`src/rtl/identity_record_crc32_builder_assert.svh`:
```
// Assertion macros used by the identity record builder back end.
`ifndef IDENTITY_RECORD_CRC32_BUILDER_ASSERT_SVH
`define IDENTITY_RECORD_CRC32_BUILDER_ASSERT_SVH

`ifndef SYNTHESIS

// Clocked assertion that is switched off while reset is held.
`define IDREC_ASSERT(lbl, clk, rst_n, prop, msg) \
    lbl: assert property (@(posedge clk) disable iff (!(rst_n)) (prop)) else $error(msg);

// Clocked assertion that is checked during reset as well.
`define IDREC_ASSERT_ALWAYS(lbl, clk, prop, msg) \
    lbl: assert property (@(posedge clk) (prop)) else $error(msg);

`else

`define IDREC_ASSERT(lbl, clk, rst_n, prop, msg)
`define IDREC_ASSERT_ALWAYS(lbl, clk, prop, msg)

`endif

`endif

```
`src/rtl/idrec_pkg.sv`:
```
// Package with the record layout constants, header type and CRC helpers.
`timescale 1ns / 1ps

package idrec_pkg;

    // Record layout constants.
    localparam logic [31:0] MAGIC_WORD   = 32'h4449_5252;
    localparam logic [7:0]  FORMAT_CODE  = 8'h01;
    localparam logic [7:0]  FILL_BYTE    = 8'hFF;
    localparam logic [7:0]  MARK_SET     = 8'h00;
    localparam logic [47:0] FILL_TAIL    = 48'hFFFF_FFFF_FFFF;
    localparam logic [63:0] FILL_WORD    = 64'hFFFF_FFFF_FFFF_FFFF;

    // CRC-32, reflected form.
    localparam logic [31:0] CRC_POLY     = 32'hEDB8_8320;
    localparam logic [31:0] CRC_ONES     = 32'hFFFF_FFFF;

    // Sizes.
    localparam int RECORD_BYTES_DEF      = 256;
    localparam int MAX_WORDS             = 32;
    localparam int ID_BYTES              = 16;
    localparam int HEAD_WORDS            = 4;
    localparam int IDX_W                 = 6;

    // One identifier with its finished checksum, as it sits in the queue.
    typedef struct packed {
        logic [63:0] id_low;
        logic [63:0] id_high;
        logic        committed;
        logic [31:0] crc;
    } t_hdr;

    // Advance the CRC register over one byte, one bit per step.
    function automatic logic [31:0] crc_byte(input logic [31:0] c, input logic [7:0] b);
        logic [31:0] x;
        x = c ^ {24'd0, b};
        for (int i = 0; i < 8; i++) begin
            x = x[0] ? ((x >> 1) ^ CRC_POLY) : (x >> 1);
        end
        return x;
    endfunction

    // CRC register after the fixed magic and format bytes.
    function automatic logic [31:0] crc_seed();
        logic [31:0] c;
        c = CRC_ONES;
        c = crc_byte(c, MAGIC_WORD[7:0]);
        c = crc_byte(c, MAGIC_WORD[15:8]);
        c = crc_byte(c, MAGIC_WORD[23:16]);
        c = crc_byte(c, MAGIC_WORD[31:24]);
        c = crc_byte(c, FORMAT_CODE);
        return c;
    endfunction

    localparam logic [31:0] CRC_SEED = crc_seed();

endpackage

```
`src/rtl/idrec_front.sv`:
```
// Front end: takes identifier words and runs the CRC one byte per cycle.
`timescale 1ns / 1ps

module idrec_front (
    input  logic              i_clk,
    input  logic              i_rst_n,
    input  logic              i_valid,
    output logic              o_ready,
    input  logic [63:0]       i_id_low,
    input  logic [63:0]       i_id_high,
    input  logic              i_committed,
    output logic              o_push,
    input  logic              i_push_ready,
    output idrec_pkg::t_hdr   o_hdr
);

    localparam int CNT_W = $clog2(idrec_pkg::ID_BYTES);

    logic [127:0]     r_id;
    logic             r_commit;
    logic [31:0]      r_crc, n_crc;
    logic [CNT_W-1:0] r_cnt;
    logic             r_busy;
    logic             r_done;
    logic [7:0]       w_byte;
    logic             w_take;

    // A word is taken when idle, or in the cycle the finished one leaves.
    assign o_ready = !r_busy || (r_done && i_push_ready);
    assign w_take  = i_valid && o_ready;
    assign o_push  = r_done;

    // Identifier byte for this cycle, byte 0 of id_low first.
    assign w_byte = r_id[{r_cnt, 3'b000} +: 8];
    assign n_crc  = idrec_pkg::crc_byte(r_crc, w_byte);

    assign o_hdr.id_low    = r_id[63:0];
    assign o_hdr.id_high   = r_id[127:64];
    assign o_hdr.committed = r_commit;
    assign o_hdr.crc       = r_crc ^ idrec_pkg::CRC_ONES;

    // Control: load, step through sixteen bytes, hand over.
    always_ff @(posedge i_clk) begin
        if (!i_rst_n) begin
            r_busy <= 1'b0;
            r_done <= 1'b0;
            r_cnt  <= '0;
        end else if (w_take) begin
            r_busy <= 1'b1;
            r_done <= 1'b0;
            r_cnt  <= '0;
        end else if (r_done && i_push_ready) begin
            r_busy <= 1'b0;
            r_done <= 1'b0;
        end else if (r_busy && !r_done) begin
            r_cnt <= r_cnt + 1'b1;
            if (r_cnt == CNT_W'(idrec_pkg::ID_BYTES - 1)) begin
                r_done <= 1'b1;
            end
        end
    end

    // Payload and CRC register.
    always_ff @(posedge i_clk) begin
        if (w_take) begin
            r_id     <= {i_id_high, i_id_low};
            r_commit <= i_committed;
            r_crc    <= idrec_pkg::CRC_SEED;
        end else if (r_busy && !r_done) begin
            r_crc <= n_crc;
        end
    end

endmodule

```
`src/rtl/idrec_queue.sv`:
```
// Two-entry queue of finished headers between the front and back ends.
`timescale 1ns / 1ps

module idrec_queue (
    input  logic              i_clk,
    input  logic              i_rst_n,
    input  logic              i_push,
    output logic              o_push_ready,
    input  idrec_pkg::t_hdr   i_hdr,
    output logic              o_valid,
    input  logic              i_pop,
    output idrec_pkg::t_hdr   o_hdr
);

    idrec_pkg::t_hdr r_mem [2];
    logic            r_wp;
    logic            r_rp;
    logic [1:0]      r_fill;
    logic            w_wr;
    logic            w_rd;

    assign o_push_ready = (r_fill != 2'd2);
    assign o_valid      = (r_fill != 2'd0);
    assign w_wr         = i_push && o_push_ready;
    assign w_rd         = i_pop && o_valid;
    assign o_hdr        = r_mem[r_rp];

    // Pointers and fill count.
    always_ff @(posedge i_clk) begin
        if (!i_rst_n) begin
            r_wp   <= 1'b0;
            r_rp   <= 1'b0;
            r_fill <= 2'd0;
        end else begin
            if (w_wr) begin
                r_wp <= ~r_wp;
            end
            if (w_rd) begin
                r_rp <= ~r_rp;
            end
            case ({w_wr, w_rd})
                2'b10:   r_fill <= r_fill + 2'd1;
                2'b01:   r_fill <= r_fill - 2'd1;
                default: r_fill <= r_fill;
            endcase
        end
    end

    // Storage.
    always_ff @(posedge i_clk) begin
        if (w_wr) begin
            r_mem[r_wp] <= i_hdr;
        end
    end

endmodule

```
`src/rtl/idrec_back.sv`:
```
// Back end: expands one header into the record words behind an output register.
`timescale 1ns / 1ps
`include "identity_record_crc32_builder_assert.svh"

module idrec_back #(
    parameter int RECORD_BYTES = idrec_pkg::RECORD_BYTES_DEF
) (
    input  logic                        i_clk,
    input  logic                        i_rst_n,
    input  logic                        i_q_valid,
    output logic                        o_q_pop,
    input  idrec_pkg::t_hdr             i_hdr,
    output logic                        o_valid,
    input  logic                        i_ready,
    output logic [63:0]                 o_record_word,
    output logic [idrec_pkg::IDX_W-1:0] o_word_index,
    output logic                        o_last_word
);

    localparam int RAW_WORDS   = (RECORD_BYTES + 7) / 8;
    localparam int TOTAL_WORDS = (RAW_WORDS > idrec_pkg::MAX_WORDS) ?
                                 idrec_pkg::MAX_WORDS : RAW_WORDS;
    localparam int CW          = $clog2(TOTAL_WORDS);

    idrec_pkg::t_hdr         r_hdr;
    logic                    r_active;
    logic [CW-1:0]           r_cnt;
    logic                    r_out_valid;
    logic [63:0]             r_out_word;
    logic [idrec_pkg::IDX_W-1:0] r_out_idx;
    logic                    r_out_last;
    logic                    w_adv;
    logic                    w_last;
    logic                    w_head;
    logic [255:0]            w_rec;
    logic [63:0]             w_word;

    // The output register may load when empty or being drained.
    assign w_adv   = r_active && (!r_out_valid || i_ready);
    assign w_last  = (r_cnt == CW'(TOTAL_WORDS - 1));
    assign o_q_pop = i_q_valid && (!r_active || (w_adv && w_last));

    // First four words of the record; the rest are all fill.
    assign w_rec = {idrec_pkg::FILL_TAIL,
                    (r_hdr.committed ? idrec_pkg::MARK_SET : idrec_pkg::FILL_BYTE),
                    r_hdr.crc, r_hdr.id_high, r_hdr.id_low,
                    idrec_pkg::FORMAT_CODE, idrec_pkg::MAGIC_WORD};
    assign w_head = (32'(r_cnt) < 32'(idrec_pkg::HEAD_WORDS));
    assign w_word = w_head ? w_rec[{r_cnt[1:0], 6'd0} +: 64] : idrec_pkg::FILL_WORD;

    // Word sequencer.
    always_ff @(posedge i_clk) begin
        if (!i_rst_n) begin
            r_active <= 1'b0;
            r_cnt    <= '0;
        end else if (o_q_pop) begin
            r_active <= 1'b1;
            r_cnt    <= '0;
        end else if (w_adv) begin
            r_cnt <= r_cnt + 1'b1;
            if (w_last) begin
                r_active <= 1'b0;
            end
        end
    end

    always_ff @(posedge i_clk) begin
        if (o_q_pop) begin
            r_hdr <= i_hdr;
        end
    end

    // Output register.
    always_ff @(posedge i_clk) begin
        if (!i_rst_n) begin
            r_out_valid <= 1'b0;
        end else if (w_adv) begin
            r_out_valid <= 1'b1;
        end else if (i_ready) begin
            r_out_valid <= 1'b0;
        end
    end

    always_ff @(posedge i_clk) begin
        if (w_adv) begin
            r_out_word <= w_word;
            r_out_idx  <= idrec_pkg::IDX_W'(r_cnt);
            r_out_last <= w_last;
        end
    end

    assign o_valid       = r_out_valid;
    assign o_record_word = r_out_word;
    assign o_word_index  = r_out_idx;
    assign o_last_word   = r_out_last;

    // The final word always carries the last position of the record.
    `IDREC_ASSERT(a_last_idx, i_clk, i_rst_n,
        (r_out_valid && r_out_last) |-> (r_out_idx == idrec_pkg::IDX_W'(TOTAL_WORDS - 1)),
        "last word at wrong index")
    // Inside a record the next word follows at once with the next index.
    `IDREC_ASSERT(a_next_word, i_clk, i_rst_n,
        (r_out_valid && i_ready && !r_out_last) |=>
            (r_out_valid && (r_out_idx == $past(r_out_idx) + 1'b1)),
        "record words not contiguous")
    // A new header is taken only when the previous record is finished.
    `IDREC_ASSERT(a_pop_clean, i_clk, i_rst_n,
        (o_q_pop && r_active) |-> (w_adv && w_last),
        "header popped mid-record")

endmodule

```
`src/rtl/identity_record_crc32_builder.sv`:
```
// Top level of the identity record builder with CRC-32 framing.
`timescale 1ns / 1ps

// Each accepted word carries a 16-byte identifier and a committed flag and
// yields one flash record of RECORD_BYTES bytes, sent as min(ceil(RECORD_BYTES/8), 32)
// little-endian 64-bit words with the record position and a last flag. The
// record holds the magic bytes, format 1, the identifier, the reflected CRC-32
// over bytes 0-20 and the valid marker; all other bytes are 0xFF. The front end
// runs the CRC one byte per cycle over the 16 identifier bytes, the back end sends
// one word per cycle while i_ready is high, and a two-entry header queue sits
// between them, so a new identifier can be taken while earlier records are still
// being sent, but not while the front end is still checksumming the last one.
// Each header passes the queue, then the back end registers out its record words.
module identity_record_crc32_builder #(
    parameter int RECORD_BYTES = idrec_pkg::RECORD_BYTES_DEF
) (
    input  logic                        i_clk,
    input  logic                        i_rst_n,
    input  logic                        i_valid,
    output logic                        o_ready,
    input  logic [63:0]                 i_id_low,
    input  logic [63:0]                 i_id_high,
    input  logic                        i_committed,
    output logic                        o_valid,
    input  logic                        i_ready,
    output logic [63:0]                 o_record_word,
    output logic [idrec_pkg::IDX_W-1:0] o_word_index,
    output logic                        o_last_word
);

    idrec_pkg::t_hdr w_push_hdr;
    idrec_pkg::t_hdr w_pop_hdr;
    logic            w_push;
    logic            w_push_ready;
    logic            w_q_valid;
    logic            w_q_pop;

    // Front end: capture and checksum.
    idrec_front u_front (
        .i_clk        (i_clk),
        .i_rst_n      (i_rst_n),
        .i_valid      (i_valid),
        .o_ready      (o_ready),
        .i_id_low     (i_id_low),
        .i_id_high    (i_id_high),
        .i_committed  (i_committed),
        .o_push       (w_push),
        .i_push_ready (w_push_ready),
        .o_hdr        (w_push_hdr)
    );

    // Header queue.
    idrec_queue u_queue (
        .i_clk        (i_clk),
        .i_rst_n      (i_rst_n),
        .i_push       (w_push),
        .o_push_ready (w_push_ready),
        .i_hdr        (w_push_hdr),
        .o_valid      (w_q_valid),
        .i_pop        (w_q_pop),
        .o_hdr        (w_pop_hdr)
    );

    // Back end: record word generation.
    idrec_back #(
        .RECORD_BYTES (RECORD_BYTES)
    ) u_back (
        .i_clk         (i_clk),
        .i_rst_n       (i_rst_n),
        .i_q_valid     (w_q_valid),
        .o_q_pop       (w_q_pop),
        .i_hdr         (w_pop_hdr),
        .o_valid       (o_valid),
        .i_ready       (i_ready),
        .o_record_word (o_record_word),
        .o_word_index  (o_word_index),
        .o_last_word   (o_last_word)
    );

endmodule
```
`config.mk`:
```
export PLATFORM = sky130hd
export DESIGN_NAME = identity_record_crc32_builder
export DESIGN_NICKNAME = d
export VERILOG_FILES = /design/src/rtl/idrec_pkg.sv /design/src/rtl/idrec_front.sv /design/src/rtl/idrec_queue.sv /design/src/rtl/idrec_back.sv /design/src/rtl/identity_record_crc32_builder.sv
export VERILOG_INCLUDE_DIRS = /design/src /design/src/rtl
export SDC_FILE = /design/constraint.sdc
export NUM_CORES = 1
export LEC_CHECK = 0
export BUFFER_PORTS_ARGS = -buffer_cell sky130_fd_sc_hd__buf_2
export CAP_MARGIN = 20
export CORE_MARGIN = 1
export CORE_UTILIZATION = 60
export DETAILED_ROUTE_END_ITERATION = 10
export PLACE_DENSITY = 0.9
export SETUP_SLACK_MARGIN = 0.5
export SLEW_MARGIN = 20
export SYNTH_ARGS = -nofsm -noshare
export SYNTH_HDL_FRONTEND = slang
export SYNTH_SLANG_ARGS = --single-unit
```
`constraint.sdc`:
```
create_clock -name i_clk -period 13.6 [get_ports i_clk]
set_clock_uncertainty 0.1 [all_clocks]
set_input_delay 0.68 -clock i_clk [delete_from_list [all_inputs] [get_ports i_clk]]
set_output_delay 0.68 -clock i_clk [all_outputs]
set_load 0.01 [all_outputs]
```
**After elaboration in Yosys (flattened, before gate mapping)**

Memories as Yosys holds them, arrays and structs flattened. A register that Yosys moved wholly into a read port is not among the register bits.
Index checks and enable logic that the tools add are counted.

- Bits of input ports: 133
- Memories kept: 1
- Word-level logic and storage cells: 87
- Memory bits (writable): 322
- Register bits: 248

- Mux-type cells: 19
- Shift operators: 2
- Reductions and logical operators: 26
- $lt $le $gt $ge: 1
- Bitwise operators: 14
- Add/sub/neg operators: 4
- Eq/ne operators: 5

Memory list:

| memory | depth | width | rd ports | clocked after Yosys merged registers in | wr ports | line | RTL |
|---|---|---|---|---|---|---|---|
| u_queue.r_mem | 2 | 161 | 1 | 1 | 1 | idrec_queue.sv:15 | `idrec_pkg::t_hdr r_mem [2];` |

Operator list:

| kind | number |
|---|---|
| $mux 32 | 8 |
| $shiftx 256x9->64 | 1 |
| $shiftx 128x8->8 | 1 |
| $not 13->14 | 8 |
| $not 32->32 | 1 |
| $xor 32x8->32 | 1 |
| $reduce_bool 2->1 | 6 |
| $mux 1 | 9 |
| $mux 8 | 1 |
| $logic_and 1x1->1 | 7 |
| $reduce_and 2->1 | 3 |
| $add 5x1->5 const B | 1 |
| $eq 5x5->1 const B | 1 |
| $lt 5x3->1 const B | 1 |
| $add 4x1->4 const B | 1 |
| $eq 4x4->1 const B | 1 |
| $logic_not 1->1 | 4 |
| $not 1->1 | 4 |
| $pmux 2 s2 | 1 |
| $reduce_or 2->1 | 2 |
| $logic_or 1x1->1 | 3 |
| $reduce_or 3->1 | 1 |
| $add 2x1->2 const B | 1 |
| $eq 2x1->1 const B | 1 |
| 3 further kinds | 3 |

**Logic depth before layout (Yosys ltp)**

Gate-level depths: netlist (run 1).

- Depth in word-level cells: 18
- Mapped depth: 12
- Depth with buffers taken out: 9

**Modules after synthesis**

From an unflattened synthesis (run 1), not the netlist that was laid out.

- Cell total of the unflattened synthesis: 1489
- Area, all modules: 27899.3 µm²

Modules (own cells, without submodules):

| module | area an instance (µm²) | cells each | instances |
|---|---|---|---|
| idrec_queue | 11870.1 | 525 | 1 |
| idrec_back | 8658.3 | 498 | 1 |
| idrec_front | 7370.8 | 466 | 1 |

**Worst setup path after synthesis (run 1)**

Ideal clock, no wire load.

- Path type: input to register
- Start point: in i_ready
- End point: reg u_queue.r_fill[1]
- Cell stages on the path: 6
- Path slack: 4.146 ns
- Buffers on the path: 0
- Arrival: 9.278 ns
- Setup time: 0.076 ns
- Path through: nand2b_1 > a21oi_1 > nor2_1 > ha_1 > or3_1 > a21boi_0

- Word-level cells in the longest chain between the ends: 8
- Elaborated cells on any way between the ends: 10
- Classes of those cells: eq/ne (2); mux (1); reduce/logical (7)

RTL lines:

| item | line | RTL |
|---|---|---|
| start, declared | identity_record_crc32_builder.sv:25 | `input logic i_ready,` |
| $logic_or 1x1->1 (*) | idrec_back.sv:39 | `assign w_adv = r_active && (!r_out_valid \|\| i_ready);` |
| $logic_and 1x1->1 (*) | idrec_back.sv:39 |  |
| $logic_and 1x1->1 (*) | idrec_back.sv:41 | `assign o_q_pop = i_q_valid && (!r_active \|\| (w_adv && w_last));` |
| $logic_or 1x1->1 (*) | idrec_back.sv:41 |  |
| $logic_and 1x1->1 (*) | idrec_back.sv:41 |  |
| net u_back.o_q_pop | idrec_back.sv:11 | `output logic o_q_pop,` |
| $logic_and 1x1->1 (*) | idrec_queue.sv:25 | `assign w_rd = i_pop && o_valid;` |
| $eq 2x1->1 / $eq 2x2->1 (equally long branches) | idrec_queue.sv:41 | `case ({w_wr, w_rd})` |
| $pmux 2 s2 / $reduce_bool 2->1 (equally long branches) | n/a |  |
| end signal, assigned | idrec_queue.sv:42 | `2'b10: r_fill <= r_fill + 2'd1;` |
| end signal, assigned | idrec_queue.sv:43 | `2'b01: r_fill <= r_fill - 2'd1;` |
| end signal, assigned | idrec_queue.sv:44 | `default: r_fill <= r_fill;` |
| end, declared | idrec_queue.sv:18 | `logic [1:0] r_fill;` |

Mark *: on every way through the listed nets, which the timed path passes. The rest lies on a longest branch.
A chain may end at the register's enable or synchronous reset.

**Worst setup path in the final report (run 1)**

- Start point: reg u_queue.r_fill[0]
- End point: mem u_queue.r_mem[0][144] (netlist name), enable pin

- Word-level cells in the longest chain between the ends: 4

RTL lines:

| item | line | RTL |
|---|---|---|
| $ne 2x2->1 | idrec_queue.sv:22 | `assign o_push_ready = (r_fill != 2'd2);` |
| $logic_and 1x1->1 | idrec_queue.sv:24 | `assign w_wr = i_push && o_push_ready;` |
| $mux 1 | idrec_queue.sv:51 | `if (w_wr) begin` |
| $mux 1 (not written as such) | idrec_queue.sv:52 | `r_mem[r_wp] <= i_hdr;` |
| end, declared | idrec_queue.sv:15 |  |

Every way passes these cells.

==> impl_metrics.json, run 1 <==
{
  "placement_row_count": 78,
  "synth_compound_area_share_pct": 4.07,
  "power.leakage_nw": 10.6,
  "final_estimated_routing_congestion_in_global_placement": 0.919,
  "post_cts.repair.setup_buffers": 0,
  "met1_usage_pct": 36.0,
  "worst_path_max_delay_cell": "sky130_fd_sc_hd__nor2_4",
  "rsz0062_at_grt": "false",
  "viasPerCell": 6.03,
  "worstHoldPathCells": 1,
  "combinational_family_with_the_most_area_after_synthesis": "multiplexers",
  "drcViolationCount": 0,
  "synth_enable_flop_cells": 682,
  "syn_inst": 1493,
  "max_cap_viol_count": 0,
  "n_antenna_cell": 0,
  "finalWorstPathRequiredPeriod_ns": 3.74,
  "die_x_um": 216,
  "timing_worst_slew_pin_value_ns": 1.12,
  "detail_route.wirelength_um": 62500,
  "clock_sinks": 731,
  "synthesis.yosys.warnings": 0,
  "yosys.area_share.xor_xnor_pct": 3.17,
  "timing.critical_path.slowest_cell_delay_ns": 0.80,
  "syn-mean-instance-area_um2": 18.4,
  "setup_viol_count_final": 0,
  "synthMuxAreaShare_pct": 10.6,
  "power_density_nw_per_um2": 196,
  "cp_cell_sequence": "o21ai_1 > nor2_4 > buf_4 > buf_4 > buf_12",
  "critPathMostFrequentCell": "sky130_fd_sc_hd__buf_4",
  "synthToLayoutAreaGrowth_pct": 15.0,
  "final_max_slew_viol_count": 0,
  "synthesis.nets": 1630,
  "floorplan.core_area_um2": 45300,
  "antenna_found_initial": 1,
  "grt-ovfl-total": 0,
  "post-dp-hpwl_um": 38900,
  "crit_required_ns": 13.77,
  "drt_first_iter_violations": 1840,
  "end_kind": "flop",
  "ctsHtreeMaxLevel": 3,
  "ff2ff_setup_slack_ns": 9.86,
  "final_hold_violating_endpoints": 0,
  "synth_simple_gate_area_share_pct": 2.13,
  "ff2ff_path_depth": 5,
  "average_wire_length_per_cell_after_detail_routing_um": 26.3,
  "cts_buffers": 72,
  "grt_start_max_net_pins": 81,
  "seq_area_frac_synth_pct": 78.2,
  "worstSkewPairLatency_ns": 0.60,
  "post_cts.resized_instances": 0,
  "grtUsageMet3_pct": 5.67,
  "post-place-cells": 2244,
  "fmaxAchievable_mhz": 268,
  "grt.busiest_layer": "met2",
  "ys_seq_elements": 731,
  "hp-class": "in2reg",
  "drive_above_1_share_pct": 31.6,
  "reg2reg_to": "u_queue.r_mem[0][144]$_DFFE_PP_",
  "synth.lib_cells_used.distinct": 51,
  "floorplan.die.height_um": 216,
  "min_period_over_period_pct": 27.5,
  "worstSetupStartpointType": "flop",
  "timing.setup.critical_path_class": "reg2reg",
  "worst_case_clock_buffer_depth": 3,
  "detail-route-antenna-nets": 0,
  "worst_vdd_drop_v": 0.000155,
  "crit_path_start": "u_queue.r_fill[0]$_SDFFE_PN0P_",
  "synthesis.area_um2": 27400,
  "timing.max_slew.rel_slack_pct": 25.3,
  "predominant_post_synthesis_flop_cell": "sky130_fd_sc_hd__edfxtp_1",
  "crit_arrival_ns": 3.91,
  "aggregate_global_route_resource_usage_pct": 26.9,
  "grt_first_pass_wirelength_um": 90900,
  "layoutNonFillerInstCount": 2380,
  "ctsRootBufferMaster": "sky130_fd_sc_hd__clkbuf_16",
  "fin_setup_tns_ns": 0,
  "post_synth_fa_ha_maj_area_fraction_pct": 0.182,
  "clk_pin_slew_ns": 0.06,
  "outcome": "finished clean",
  "cts-hold-fix-buffers": 0,
  "first_global_vias": 14300,
  "endpoint": "u_queue.r_mem[0][144]$_DFFE_PP_",
  "io_buffer_count": 204,
  "cp_max_fo": 56,
  "die_area_um2": 46600,
  "fraction_of_registers_with_async_set_reset_pct": 0,
  "worst_r2r_startpoint": "u_queue.r_fill[0]$_SDFFE_PN0P_",
  "boundaryPins": 206,
  "grt.met2_usage_pct": 43.4,
  "routed-via-count": 14400,
  "nets": 1857,
  "drt-pass1-iter-count": 5,
  "clock_tree_from_tritoncts": "done",
  "initial_core_util_pct": 60.6,
  "final_util_pct": 69.7
}
sequential cells by signal, summed over array words and instances, names as in the netlist, 2 cells and up:
register              cells
u_front.r_cnt             4
u_back.r_cnt              5
u_front.r_crc            32
u_queue.r_fill            2
u_front.r_id            128
u_queue.r_mem           322
u_back.r_hdr            161
u_back.o_word_index       5
u_back.o_record_word     64
placed cells by master (no fill, tap or decap), types with 3 or more instances in the layout:
cell type                    instances
sky130_fd_sc_hd__a211oi_1            9
sky130_fd_sc_hd__a21oi_1            28
sky130_fd_sc_hd__a221o_1            12
sky130_fd_sc_hd__a221oi_1            5
sky130_fd_sc_hd__a22oi_1            11
sky130_fd_sc_hd__a2bb2oi_1           3
sky130_fd_sc_hd__and2_1              4
sky130_fd_sc_hd__buf_2             204
sky130_fd_sc_hd__buf_4              14
sky130_fd_sc_hd__bufinv_16           6
sky130_fd_sc_hd__clkbuf_1           21
sky130_fd_sc_hd__clkbuf_16          77
sky130_fd_sc_hd__clkbuf_8            5
sky130_fd_sc_hd__clkinv_1            7
sky130_fd_sc_hd__clkinv_2           11
sky130_fd_sc_hd__clkinvlp_4          4
sky130_fd_sc_hd__dfxtp_1            45
sky130_fd_sc_hd__edfxtp_1          682
sky130_fd_sc_hd__ha_1                4
sky130_fd_sc_hd__inv_1              40
sky130_fd_sc_hd__inv_6               4
sky130_fd_sc_hd__mux2_1              5
sky130_fd_sc_hd__mux2_2            203
sky130_fd_sc_hd__mux2i_1            47
sky130_fd_sc_hd__mux4_2              4
sky130_fd_sc_hd__nand2_1            69
sky130_fd_sc_hd__nand2b_1            5
sky130_fd_sc_hd__nand3_1             5
sky130_fd_sc_hd__nor2_1             34
sky130_fd_sc_hd__nor2_4              3
sky130_fd_sc_hd__nor2b_1             7
sky130_fd_sc_hd__o211ai_1            9
sky130_fd_sc_hd__o21ai_0            37
sky130_fd_sc_hd__o21ai_1             8
sky130_fd_sc_hd__o22ai_1            39
sky130_fd_sc_hd__xnor2_1            50
sky130_fd_sc_hd__xnor2_4             6
sky130_fd_sc_hd__xor2_1             16
critical path: cells and delay by family, from the launching register on:
kind                   cells  cell delay, ns
buffers and inverters      3            1.65
and+or+nand+nor            1            0.80
DFF                        1            0.45
AOI/OAI and AO/OA          1            0.29
logic make-up (layout without fill, tap and decap cells):
| family | after synthesis | count (layout) |
|---|---|---|
| AO/OA/AOI/OAI | 172 | 172 |
| multiplexers | 259 | 259 |
| flip-flops | 731 | 731 |
| other | 1 | 1 |
| AND/OR/NAND/NOR | 137 | 137 |
| adder cells (fa/ha/maj) | 4 | 4 |
| XOR/XNOR | 78 | 78 |
| buffers and inverters | 111 | 398 |
routing by layer:
layer / wire length (µm) / vias to the layer above
li1: - / 6182
met1: 23900 / 7218
met2: 30800 / 823
met3: 5430 / 135
met4: 2400 / 0
met5: 0 / -
where the power goes:
part	switching [W]	internal, W	leakage, nW	total (W)
registers	0.000137	0.00281	6.60	0.00295
clock network	0.000819	0.00118	1.16	0.00200
logic	0.000719	0.000529	2.87	0.00125
total	0.00167	0.00452	10.6	0.00620
cell usage after synthesis (12+ instances only):
library cell	instances	share of area, %
sky130_fd_sc_hd__inv_1	41	0.56
sky130_fd_sc_hd__o22ai_1	39	0.89
sky130_fd_sc_hd__a21oi_1	28	0.51
sky130_fd_sc_hd__xor2_1	16	0.51
sky130_fd_sc_hd__mux2i_1	47	1.7
sky130_fd_sc_hd__nand2_1	69	0.94
sky130_fd_sc_hd__xnor2_1	50	1.6
sky130_fd_sc_hd__o21ai_0	37	0.67
sky130_fd_sc_hd__edfxtp_1	682	75
sky130_fd_sc_hd__nor2_1	37	0.51
sky130_fd_sc_hd__a221o_1	12	0.44
sky130_fd_sc_hd__dfxtp_1	49	3.6
sky130_fd_sc_hd__mux2_2	203	8.3
sky130_fd_sc_hd__clkbuf_1	51	0.70
worst min path at each step:
stage / startpoint / to
finish: i_id_high[38] / u_front.r_id[102]$_DFFE_PP_
global route: i_id_low[35] / u_front.r_id[35]$_DFFE_PP_
CTS: i_id_low[20] / u_front.r_id[20]$_DFFE_PP_
detailed placement: u_front.r_id[108]$_DFFE_PP_ / u_queue.r_mem[1][77]$_DFFE_PP_
global placement: u_front.r_crc[27]$_SDFFE_PP0P_ / u_front.r_crc[27]$_SDFFE_PP0P_
floorplan: u_front.r_commit$_DFFE_PP_ / u_queue.r_mem[0][32]$_DFFE_PP_
layout make-up:
cell class | instances | area (µm²)
Fill cell | 2656 | 13700
Clock buffer | 103 | 2070
Sequential cell | 731 | 21500
Clock inverter | 31 | 318
Multi-Input combinational cell | 651 | 5560
Timing Repair Buffer | 223 | 1220
Tap cell | 600 | 751
Inverter | 41 | 159
metrics by stage:
stage	worst slack, ns	cell area, µm²	hold WS, ns	power [W]
2_1_floorplan	4.15	27400	0.321	0.00388
3_3_place_gp	9.82	29100	0.350	0.00416
3_5_place_dp	9.77	29100	0.357	0.00421
4_1_cts	9.74	31500	0.126	0.00620
5_1_grt	9.66	31600	0.125	0.00640
6_report	9.86	31600	0.154	0.00620
Note: power is estimated with default switching activity, not from simulation.
==> inputs of run 2 (changes only) <==
- clock period: 13.6 -> 3.8 ns (I/O delays scaled with it)
==> run 2 against run 1 <==
- highest routed layer unchanged
- clock-buffer cell count decreased by 7
- final cell count increased by 6.1%
- hold slack improved by 0.020 ns
- register-to-register slack got worse by 9.3 ns
- sequential share of layout area decreased by 3.1 points
==> impl_metrics.json, run 2 (synthesis gave the netlist of run 1 again) <==
{
  "grt_start_max_net_pins": 99,
  "drcViolationCount": 0,
  "power_density_nw_per_um2": 680,
  "critPathMostFrequentCell": "sky130_fd_sc_hd__mux2i_1",
  "multi_input_combinational_cell_area_um2": 5620,
  "power.leakage_nw": 11.2,
  "dpl_cell_area_um2": 29400,
  "drt_first_iter_violations": 1901,
  "min_period_over_period_pct": 84.6,
  "p_comb_share_pct": 20.7,
  "ctsRootBufferMaster": "sky130_fd_sc_hd__clkbuf_16",
  "first_global_vias": 15900,
  "crit_path_buffers_inverters": 1,
  "rsz0062_at_grt": "true",
  "post-route-cell-area_um2": 33100,
  "final_estimated_routing_congestion_in_global_placement": 0.907,
  "antenna_found_initial": 1,
  "timing.critical_path.slowest_cell_delay_ns": 0.51,
  "final_max_slew_viol_count": 0,
  "p_total_w": 0.0225,
  "worstSkewPairLatency_ns": 0.63,
  "layout.filler_cells": 2469,
  "post-dp-hpwl_um": 40500,
  "power.share.sequential_pct": 47.6,
  "detail-route-antenna-nets": 0,
  "cp_max_fo": 21,
  "clk_pin_slew_ns": 0.07,
  "drt-pass1-iter-count": 5,
  "timing.max_slew.rel_slack_pct": 32.0,
  "aggregate_global_route_resource_usage_pct": 30.8,
  "average_wire_length_per_cell_after_detail_routing_um": 28.0,
  "registers_with_the_most_flip_flops": "u_queue.r_mem: 322 flops, u_back.r_hdr: 161 flops, u_front.r_id: 128 flops",
  "path_delay_family": "XOR/XNOR gates",
  "outcome": "finished clean",
  "finalWorstPathRequiredPeriod_ns": 3.22,
  "timing_worst_slew_pin_value_ns": 1.02,
  "viasPerCell": 6.10,
  "layout.cells.most_common_list": "sky130_fd_sc_hd__edfxtp_1, sky130_fd_sc_hd__buf_2, sky130_fd_sc_hd__mux2_2, sky130_fd_sc_hd__dlygate4sd3_1, sky130_fd_sc_hd__clkbuf_16",
  "nets": 2006,
  "boundaryPins": 206,
  "synthToLayoutAreaGrowth_pct": 20.5,
  "clock_tree_from_tritoncts": "done",
  "largest_reg_flops": 322,
  "worstSetupStartpointType": "flop",
  "final_hold_violating_endpoints": 0,
  "end_kind": "flop",
  "floorplan.die.height_um": 216,
  "placement_row_count": 78,
  "final.hold.worst_slack_ns": 0.174,
  "floorplan.core_area_um2": 45300,
  "cts_buffers": 70,
  "crit_path_start": "u_front.r_cnt[2]$_SDFFE_PP0P_",
  "crit_arrival_ns": 3.67,
  "worst_vdd_drop_v": 0.000572,
  "initial_core_util_pct": 60.6,
  "cell_internal_pwr_w": 0.0162,
  "most_flops_register": "u_queue.r_mem",
  "die_x_um": 216,
  "max_cap_viol_count": 0,
  "ctsHtreeMaxLevel": 3,
  "clock_power_share_pct": 31.8,
  "clock_sinks": 731,
  "fin_setup_tns_ns": 0,
  "min_from": "i_id_high[63]",
  "timing.setup.critical_path_class": "reg2reg",
  "sequential_cell_area_um2": 21500,
  "worst_path_max_delay_cell": "sky130_fd_sc_hd__dfxtp_2",
  "io_buffer_count": 204,
  "routed-via-count": 15400,
  "cp_cell_sequence": "buf_12 > mux2i_1 > a22o_1 > a221oi_1 > mux2i_1 > xnor2_4 > xor2_2 > xor2_1 > xnor3_1 > a21oi_1",
  "crit_required_ns": 4.25,
  "worst_r2r_startpoint": "u_front.r_cnt[2]$_SDFFE_PP0P_",
  "mostFrequentLayoutCell": "sky130_fd_sc_hd__edfxtp_1",
  "fmaxAchievable_mhz": 311,
  "drive_above_1_share_pct": 30.5,
  "grt-ovfl-total": 0,
  "swShare_pct": 27.8,
  "grt_first_pass_wirelength_um": 103000,
  "worst_case_clock_buffer_depth": 3,
  "setup_viol_count_final": 0,
  "detail_route.wirelength_um": 70600,
  "hp-class": "in2reg",
  "switching_power_w": 0.00624,
  "die_area_um2": 46600
}
-- run 2: cell types whose count changed in the layout (fill, tap and decap cells not counted), moves of 3 or more --
cell	delta
sky130_fd_sc_hd__dfxtp_1	-3
sky130_fd_sc_hd__buf_4	+15
sky130_fd_sc_hd__dlygate4sd3_1	+132
sky130_fd_sc_hd__buf_12	+8
sky130_fd_sc_hd__clkbuf_16	-3
-- run 2: power groups by stage --
stage / Combinational, W / Clock (W) / Sequential [W]
after CTS: 0.00455 / 0.00709 / 0.0107
after global placement: 0.00425 / 0 / 0.0107
final: 0.00464 / 0.00714 / 0.0107
after floorplan: 0.00319 / 0 / 0.0106
after global routing: 0.00495 / 0.00746 / 0.0107
after detailed placement: 0.00437 / 0 / 0.0108
-- run 2: area by class of cell --
class	count	area share, %
repair buffers	374	8.28
clock inverters	32	1.07
inverters	41	0.480
diodes	1	0.00757
well taps	600	2.27
multi-input cells	651	17.0
clock buffers	96	5.94
flip-flops and latches	731	64.9
-- run 2: metrics by stage --
| stage | setup slack, ns | cells | utilization [%] |
|---|---|---|---|
| floorplan | -0.548 | 1493 | - |
| global placement | 0.548 | 2264 | 64.9 |
| detailed placement | 0.446 | 2264 | 64.9 |
| CTS | 0.537 | 2524 | 73.0 |
| global route | 0.468 | 2526 | 73.0 |
| finish | 0.584 | 2526 | 73.0 |
-- run 2: repair_timing --
| action | in CTS | in global routing |
|---|---|---|
| resized for setup | 1 | 7 |
| setup endpoints to repair | 9 | 16 |
| pin swaps | 0 | 1 |
| hold buffers | 132 | 0 |
| setup buffers | 0 | 1 |
| hold endpoints to repair | 141 | 0 |
-- run 2: path summary, 6_finish.rpt --
check,end,slack [ns],cells after the start
setup / recovery,u_front.r_crc[19]$_SDFFE_PP0P_,0.58,10
hold / removal,u_front.r_id[127]$_DFFE_PP_,0.17,2
setup reg to reg,u_front.r_crc[19]$_SDFFE_PP0P_,0.58,10
hold reg to reg,u_front.r_crc[27]$_SDFFE_PP0P_,0.37,2
-- run 2: metal layers --
metal  global-route usage (%)  vias to the layer above  part of all wire, %
li1                         -                     6479                    -
met1                     37.7                     7635                   36
met2                     50.9                     1053                   49
met3                     6.07                      254                  8.6
met4                     18.8                        0                  6.3
met5                        0                        -                    0
